**src/rtl/lsd_pkg.sv**
```systemverilog
// Shared types, command codes and LED/segment tables for the LED and
// seven-segment shift driver. No dependencies.
package lsd_pkg;

    localparam int IMAGE_BITS = 24;
    localparam int POS_BITS   = 5;
    localparam int SEGS       = 7;
    localparam int QDEPTH     = 2;

    typedef logic [IMAGE_BITS-1:0] image_t;   // byte 2 in [23:16], byte 0 in [7:0]
    typedef logic [POS_BITS-1:0]   pos_t;

    typedef enum logic [1:0] {
        FUNC_CLEAR = 2'd0,
        FUNC_LED   = 2'd1,
        FUNC_DIGIT = 2'd2,
        FUNC_APPLY = 2'd3
    } func_t;

    // Snapshot handed from the command front to the queue
    typedef struct packed {
        logic   valid;
        image_t data;
    } push_t;

    // Queue status seen by the front, the back and the top level
    typedef struct packed {
        logic       full;
        logic       empty;
        logic [1:0] level;
    } qstat_t;

    localparam pos_t LAST_BIT = pos_t'(IMAGE_BITS - 1);

    // Flat image bit of an LED number; out of range lands on byte 0 bit 0
    function automatic pos_t led_pos(input logic [4:0] n);
        pos_t p;
        if (n >= 5'd1 && n <= 5'd5) begin
            p = 5'd6 - n;
        end else if (n >= 5'd6 && n <= 5'd12) begin
            p = 5'd21 - n;
        end else if (n >= 5'd13 && n <= 5'd19) begin
            p = 5'(6'd36 - {1'b0, n});
        end else begin
            p = 5'd0;
        end
        return p;
    endfunction

    // Segment pattern, bit 0 = segment a; blank above nine
    function automatic logic [SEGS-1:0] seg_decode(input logic [3:0] v);
        logic [SEGS-1:0] m;
        case (v)
            4'd0:    m = 7'h3F;
            4'd1:    m = 7'h06;
            4'd2:    m = 7'h5B;
            4'd3:    m = 7'h4F;
            4'd4:    m = 7'h66;
            4'd5:    m = 7'h6D;
            4'd6:    m = 7'h7D;
            4'd7:    m = 7'h07;
            4'd8:    m = 7'h7F;
            4'd9:    m = 7'h6F;
            default: m = 7'h00;
        endcase
        return m;
    endfunction

    // LED number of segment s (a..g) for the left or right digit
    function automatic logic [4:0] seg_led(input logic right, input logic [2:0] s);
        logic [4:0] n;
        case (s)
            3'd0:    n = right ? 5'd13 : 5'd6;
            3'd1:    n = right ? 5'd15 : 5'd8;
            3'd2:    n = right ? 5'd18 : 5'd11;
            3'd3:    n = right ? 5'd19 : 5'd12;
            3'd4:    n = right ? 5'd17 : 5'd10;
            3'd5:    n = right ? 5'd14 : 5'd7;
            default: n = right ? 5'd16 : 5'd9;
        endcase
        return n;
    endfunction

endpackage

```
**src/rtl/lsd_front.sv**
```systemverilog
// Command front: accepts transactions, keeps the 24-bit image and pushes a
// snapshot into the queue on apply. Depends on lsd_pkg.
module lsd_front import lsd_pkg::*; (
    input  logic       aclk,
    input  logic       aresetn,
    input  logic       s_valid,
    output logic       s_ready,
    input  logic [1:0] s_func,
    input  logic [4:0] s_led_index,
    input  logic       s_led_on,
    input  logic       s_digit_select,
    input  logic [3:0] s_digit_value,
    input  qstat_t     qstat,
    output push_t      push
);

    image_t image_reg;
    image_t image_next;
    logic   accept;
    func_t  func;
    logic [SEGS-1:0] mask;

    assign s_ready = !qstat.full;
    assign accept  = s_valid && s_ready;
    assign func    = func_t'(s_func);
    assign mask    = seg_decode(s_digit_value);

    // Decode the command into the next image
    always_comb begin
        image_next = image_reg;
        unique case (func)
            FUNC_CLEAR: image_next = '0;
            FUNC_LED:   image_next[led_pos(s_led_index)] = s_led_on;
            FUNC_DIGIT: begin
                for (int s = 0; s < SEGS; s++) begin
                    image_next[led_pos(seg_led(s_digit_select, 3'(s)))] = mask[s];
                end
            end
            FUNC_APPLY: image_next = image_reg;
            default:    image_next = image_reg;
        endcase
    end

    // Hold the image; update on every accepted transaction
    always_ff @(posedge aclk) begin
        if (!aresetn) begin
            image_reg <= '0;
        end else if (accept) begin
            image_reg <= image_next;
        end
    end

    // Snapshot the image as it stands when apply arrives
    assign push.valid = accept && (func == FUNC_APPLY);
    assign push.data  = image_reg;

endmodule

```
**src/rtl/lsd_queue.sv**
```systemverilog
// Two-entry snapshot queue between the command front and the serializer.
// Depends on lsd_pkg.
module lsd_queue import lsd_pkg::*; (
    input  logic   aclk,
    input  logic   aresetn,
    input  push_t  push,
    input  logic   pop,
    output image_t rd_data,
    output qstat_t qstat
);

    image_t     entry_reg [QDEPTH];
    logic       wr_ptr_reg;
    logic       rd_ptr_reg;
    logic [1:0] level_reg;
    logic [1:0] level_next;

    assign level_next  = level_reg + {1'b0, push.valid} - {1'b0, pop};
    assign qstat.level = level_reg;
    assign qstat.full  = (level_reg == 2'(QDEPTH));
    assign qstat.empty = (level_reg == 2'd0);
    assign rd_data     = entry_reg[rd_ptr_reg];

    // Store pushed snapshots
    always_ff @(posedge aclk) begin
        if (push.valid) begin
            entry_reg[wr_ptr_reg] <= push.data;
        end
    end

    // Advance pointers and level
    always_ff @(posedge aclk) begin
        if (!aresetn) begin
            wr_ptr_reg <= 1'b0;
            rd_ptr_reg <= 1'b0;
            level_reg  <= 2'd0;
        end else begin
            if (push.valid) wr_ptr_reg <= !wr_ptr_reg;
            if (pop)        rd_ptr_reg <= !rd_ptr_reg;
            level_reg <= level_next;
        end
    end

endmodule

```
**src/rtl/lsd_back.sv**
```systemverilog
// Serializer back end: pops snapshots and sends 24 bits, MSB of byte 2
// first, through a registered output. Depends on lsd_pkg.
module lsd_back import lsd_pkg::*; (
    input  logic       aclk,
    input  logic       aresetn,
    input  image_t     rd_data,
    input  qstat_t     qstat,
    output logic       pop,
    output logic       m_valid,
    input  logic       m_ready,
    output logic       m_serial_bit,
    output logic [4:0] m_bit_number,
    output logic       m_latch_last
);

    logic   busy_reg;
    image_t shift_reg;
    pos_t   count_reg;
    logic   advance;
    logic   last;

    assign m_valid      = busy_reg;
    assign m_serial_bit = shift_reg[IMAGE_BITS-1];
    assign m_bit_number = count_reg;
    assign last         = (count_reg == LAST_BIT);
    assign m_latch_last = last;
    assign advance      = busy_reg && m_ready;

    // Load a new snapshot when idle or right after the last bit goes out
    assign pop = !qstat.empty && (!busy_reg || (advance && last));

    always_ff @(posedge aclk) begin
        if (!aresetn) begin
            busy_reg  <= 1'b0;
            count_reg <= '0;
        end else if (pop) begin
            busy_reg  <= 1'b1;
            count_reg <= '0;
            shift_reg <= rd_data;
        end else if (advance) begin
            if (last) begin
                busy_reg <= 1'b0;
            end else begin
                count_reg <= count_reg + 5'd1;
                shift_reg <= {shift_reg[IMAGE_BITS-2:0], 1'b0};
            end
        end
    end

endmodule

```
**src/rtl/led_and_seven_segment_shift_driver.sv**
```systemverilog
// LED and seven-segment shift driver, top level. Clear, set-led and set-digit
// take effect at the edge they are accepted, one transaction per cycle.
// Apply snapshots the image; the serializer sends its 24 bits one per cycle while
// m_ready is high, each snapshot passing the queue register and then the shift register.
// Up to two snapshots wait in the queue; the input stalls while it is full.
// Synchronous active-low reset clears the image, the queue and the serializer.
module led_and_seven_segment_shift_driver import lsd_pkg::*; (
    input  logic       aclk,
    input  logic       aresetn,
    input  logic       s_valid,
    output logic       s_ready,
    input  logic [1:0] s_func,
    input  logic [4:0] s_led_index,
    input  logic       s_led_on,
    input  logic       s_digit_select,
    input  logic [3:0] s_digit_value,
    output logic       m_valid,
    input  logic       m_ready,
    output logic       m_serial_bit,
    output logic [4:0] m_bit_number,
    output logic       m_latch_last
);

    push_t  push;
    qstat_t qstat;
    image_t rd_data;
    logic   pop;

    lsd_front u_front (
        .aclk           (aclk),
        .aresetn        (aresetn),
        .s_valid        (s_valid),
        .s_ready        (s_ready),
        .s_func         (s_func),
        .s_led_index    (s_led_index),
        .s_led_on       (s_led_on),
        .s_digit_select (s_digit_select),
        .s_digit_value  (s_digit_value),
        .qstat          (qstat),
        .push           (push)
    );

    lsd_queue u_queue (
        .aclk    (aclk),
        .aresetn (aresetn),
        .push    (push),
        .pop     (pop),
        .rd_data (rd_data),
        .qstat   (qstat)
    );

    lsd_back u_back (
        .aclk         (aclk),
        .aresetn      (aresetn),
        .rd_data      (rd_data),
        .qstat        (qstat),
        .pop          (pop),
        .m_valid      (m_valid),
        .m_ready      (m_ready),
        .m_serial_bit (m_serial_bit),
        .m_bit_number (m_bit_number),
        .m_latch_last (m_latch_last)
    );

    // A non-final bit taken is followed by the next bit number
    a_bit_seq: assert property (@(posedge aclk) disable iff (!aresetn)
        m_valid && m_ready && !m_latch_last |=>
            m_valid && (m_bit_number == $past(m_bit_number) + 5'd1))
        else $error("serial bit number did not advance");

    // Queue never overfills
    a_queue_level: assert property (@(posedge aclk) disable iff (!aresetn)
        qstat.level <= 2'(QDEPTH))
        else $error("snapshot queue overflow");

    // No push into a full queue, no pop from an empty one
    a_queue_use: assert property (@(posedge aclk) disable iff (!aresetn)
        !(push.valid && qstat.full) && !(pop && qstat.empty))
        else $error("snapshot queue misuse");

    // A waiting snapshot starts at bit zero right after the latch bit
    a_restart: assert property (@(posedge aclk) disable iff (!aresetn)
        m_valid && m_ready && m_latch_last && !qstat.empty |=>
            m_valid && (m_bit_number == 5'd0))
        else $error("queued snapshot did not start at bit zero");

endmodule
```
**config.mk**
```make
export PLATFORM = sky130hd
export DESIGN_NAME = led_and_seven_segment_shift_driver
export DESIGN_NICKNAME = d
export VERILOG_FILES = /design/src/rtl/lsd_pkg.sv /design/src/rtl/lsd_front.sv /design/src/rtl/lsd_queue.sv /design/src/rtl/lsd_back.sv /design/src/rtl/led_and_seven_segment_shift_driver.sv
export SDC_FILE = /design/constraint.sdc
export NUM_CORES = 1
export LEC_CHECK = 0
export BUFFER_PORTS_ARGS = -buffer_cell sky130_fd_sc_hd__buf_2
export CAP_MARGIN = 20
export CORE_MARGIN = 2
export CORE_UTILIZATION = 55
export DETAILED_ROUTE_END_ITERATION = 12
export HOLD_SLACK_MARGIN = 0.15
export PLACE_DENSITY = 0.73
export SLEW_MARGIN = 20
export SYNTH_ARGS = -nofsm -noshare
export SYNTH_HDL_FRONTEND = slang
export SYNTH_SLANG_ARGS = --single-unit
```
**constraint.sdc**
```tcl
create_clock -name aclk -period 3.1 [get_ports aclk]
set_input_delay 0.155 -clock aclk [delete_from_list [all_inputs] [get_ports aclk]]
set_output_delay 0.155 -clock aclk [all_outputs]
set_load 0.01 [all_outputs]
```
==> reports/metrics.yaml <==
maxCapViolCount: 0
synthCells: 482
nNetsFinal: 551
drv_slew: 0
largest_reg_flops: 48
start_kind: "flip-flop"
wl_per_cell_um: 16.6
drc_errors: 0
dp_hpwl_um: 7600
synthesis.nets: 521
critPathRequiredTime_ns: 3.14
core_mm2: 0.00928
rsz0062_at_grt: "no"
final_core_util: 0.622
crit_arrival_ns: 2.61
min_period_ns: 2.56
die_h_um: 102
drt-initial-drc-count: 201
max_slew.worst_pin.slew_ns: 0.651
fin_cells: 646
p_seq_frac: 0.527
clk_transition_reported_paths_ns: 0.11
yosysTopAreaCell: "edfxtp_1"
finClkSkew_ns: 0.0156
ios: 26
slowest_delay_ns: 0.42
synth_edf_count: 72
clockPowerShare: 0.234
synthTopCellsByCount: "edfxtp_1 (72), nor2_1 (65), dfxtp_1 (35)"
p_sw_frac: 0.312
yosysSeqAreaShare: 0.541
wirelength_um: 10700
crit_type: "flip-flop to flip-flop"
relSlewSlack: 0.562
fin_setup_tns_ns: 0
grt_overflow_total: 0
fmax_ghz: 0.390
gp_congestion: 0.865
post_synth_main_area_contributors: "edfxtp_1 (41%), dfxtp_1 (13%), mux2i_1 (5.9%), ha_1 (5.2%), nor2_1 (4.6%)"
dieWidth_um: 102
critPathBufInv: 2
grt_pass1_vias: 3510
antenna_found_initial: 0
ir_drop_uv: 280
avgSynthCellArea_um2: 11.0
end_kind: "flip-flop"
area_delta_synth_final_pct: 9.20
die_area_mm2: 0.0104
clock-sinks: 107
ys_async_sr_fraction: 0
hold_viol_final: 0
setup_viol: 0
worstPathCellList: "ha_1 -> and4b_1 -> a21boi_0 -> nor2_2 -> buf_4 -> nor2_1 -> nor2_2 -> buf_4"
placedCellCount: 629
post-cts-setup-buffer-count: 0
firstDrtPassIters: 5
synth_top_area_share: 0.409
drive_gt1_frac: 0.130
ys.flop_type: "edfxtp_1"
critPathTopFamily: "buffers and inverters"
combPwrFrac: 0.239
leakage_nw: 2.17
status: "completed"
grt_max_degree: 49
fin_crit_sh: 0.826
nFillCells: 779
num_rows: 35
cts_max_path_buffers: 2
cts_tree: "yes"
min_path_type: "input pin to flip-flop"
ys_warn_count: 0
power_density_mw_per_mm2: 591
cts_root_buf: "clkbuf_8"
numCtsBuffers: 9
synth_cell_types: 62
power.internal_mw: 2.35
ant_nets: 0
whs_ns: 0.235
io_buffer_count: 25
initial_core_util: 0.570
crit_fanout: 48
clk_latency_ns: 0.37
grt_usage: 0.221
synth_seq_cells: 107
synth_most_common_cell: "edfxtp_1"
syn-cell-area_mm2: 0.00529
grt_pass1_wl_um: 17600
p_total_mw: 3.41
insertedDiodeCount: 0
p_sw_mw: 1.07
h-tree-depth: 3
dr_total_vias: 3830
cp_slowest_cell: "dfxtp_1"
via_per_inst: 5.93
==> power groups by stage <==
stage	registers [mW]	logic (mW)	clock network, mW
finish	1.80	0.818	0.797
global route	1.81	0.928	0.869
CTS	1.80	0.820	0.814
detailed placement	1.83	0.814	0
global placement	1.82	0.786	0
floorplan	1.82	0.607	0
==> worst min-delay path: stages <==
cell	delay (ns)
buf_2	0.15
o2bb2ai_1	0.15
a31oi_1	0.04
nand3_1	0.07
==> area by class of cell <==
class / count / area, um2 / area share
repair buffers: 36 / 210 / 0.0364
clock buffers: 10 / 128 / 0.0221
multi-input cells: 337 / 2270 / 0.394
well taps: 129 / 161 / 0.0279
clock inverters: 6 / 62.6 / 0.0108
inverters: 21 / 78.8 / 0.0136
flip-flops and latches: 107 / 2860 / 0.495
==> final timing paths <==
check	startpoint	end	slack, ns	depth (start not counted)
worst max-delay path	u_back.m_bit_number[0]$_SDFFE_PP0P_	u_back.shift_reg[5]$_DFFE_PP_	0.54	8
worst min-delay path	s_digit_select	u_front.image_reg[9]$_SDFFE_PN0P_	0.23	4
worst max register to register	u_back.m_bit_number[0]$_SDFFE_PP0P_	u_back.shift_reg[5]$_DFFE_PP_	0.54	8
worst min register to register	u_front.image_reg[5]$_SDFFE_PN0P_	u_queue.entry_reg[0][5]$_DFFE_PP_	0.47	0
==> placed cells by master, fill, tap and decap left out, types with 14 or more instances in the layout <==
master / instances
edfxtp_1: 72
nor2_1: 61
dfxtp_1: 35
mux2i_1: 31
a21oi_1: 30
nand2_1: 27
buf_2: 25
o21ai_0: 22
ha_1: 22
inv_1: 21
a31oi_1: 14
==> cell families after synthesis <==
logic type / synth area share
XOR/XNOR: 0.0199
flip-flops: 0.541
AO/OA/AOI/OAI: 0.172
buffers and inverters: 0.0310
multiplexers: 0.0586
AND/OR/NAND/NOR: 0.126
adder cells (fa/ha/maj): 0.0520
==> through the flow <==
step,setup WS (ns),instance area [um2]
after floorplan,0.0696,5290
after global placement,0.296,5580
after detailed placement,0.259,5580
after CTS,0.579,5780
after global routing,0.262,5780
final,0.539,5780
==> timing repair <==
action,in CTS,in global routing
hold endpoints to repair,1,0
resized for setup,0,0
hold buffers,1,0
==> routing by layer <==
layer,global-route usage,share of wire
met1,0.298,0.45
met2,0.359,0.48
met3,0.0520,0.052
met4,0.0646,0.018
met5,0,0
Note: power is estimated with default switching activity, not from simulation.
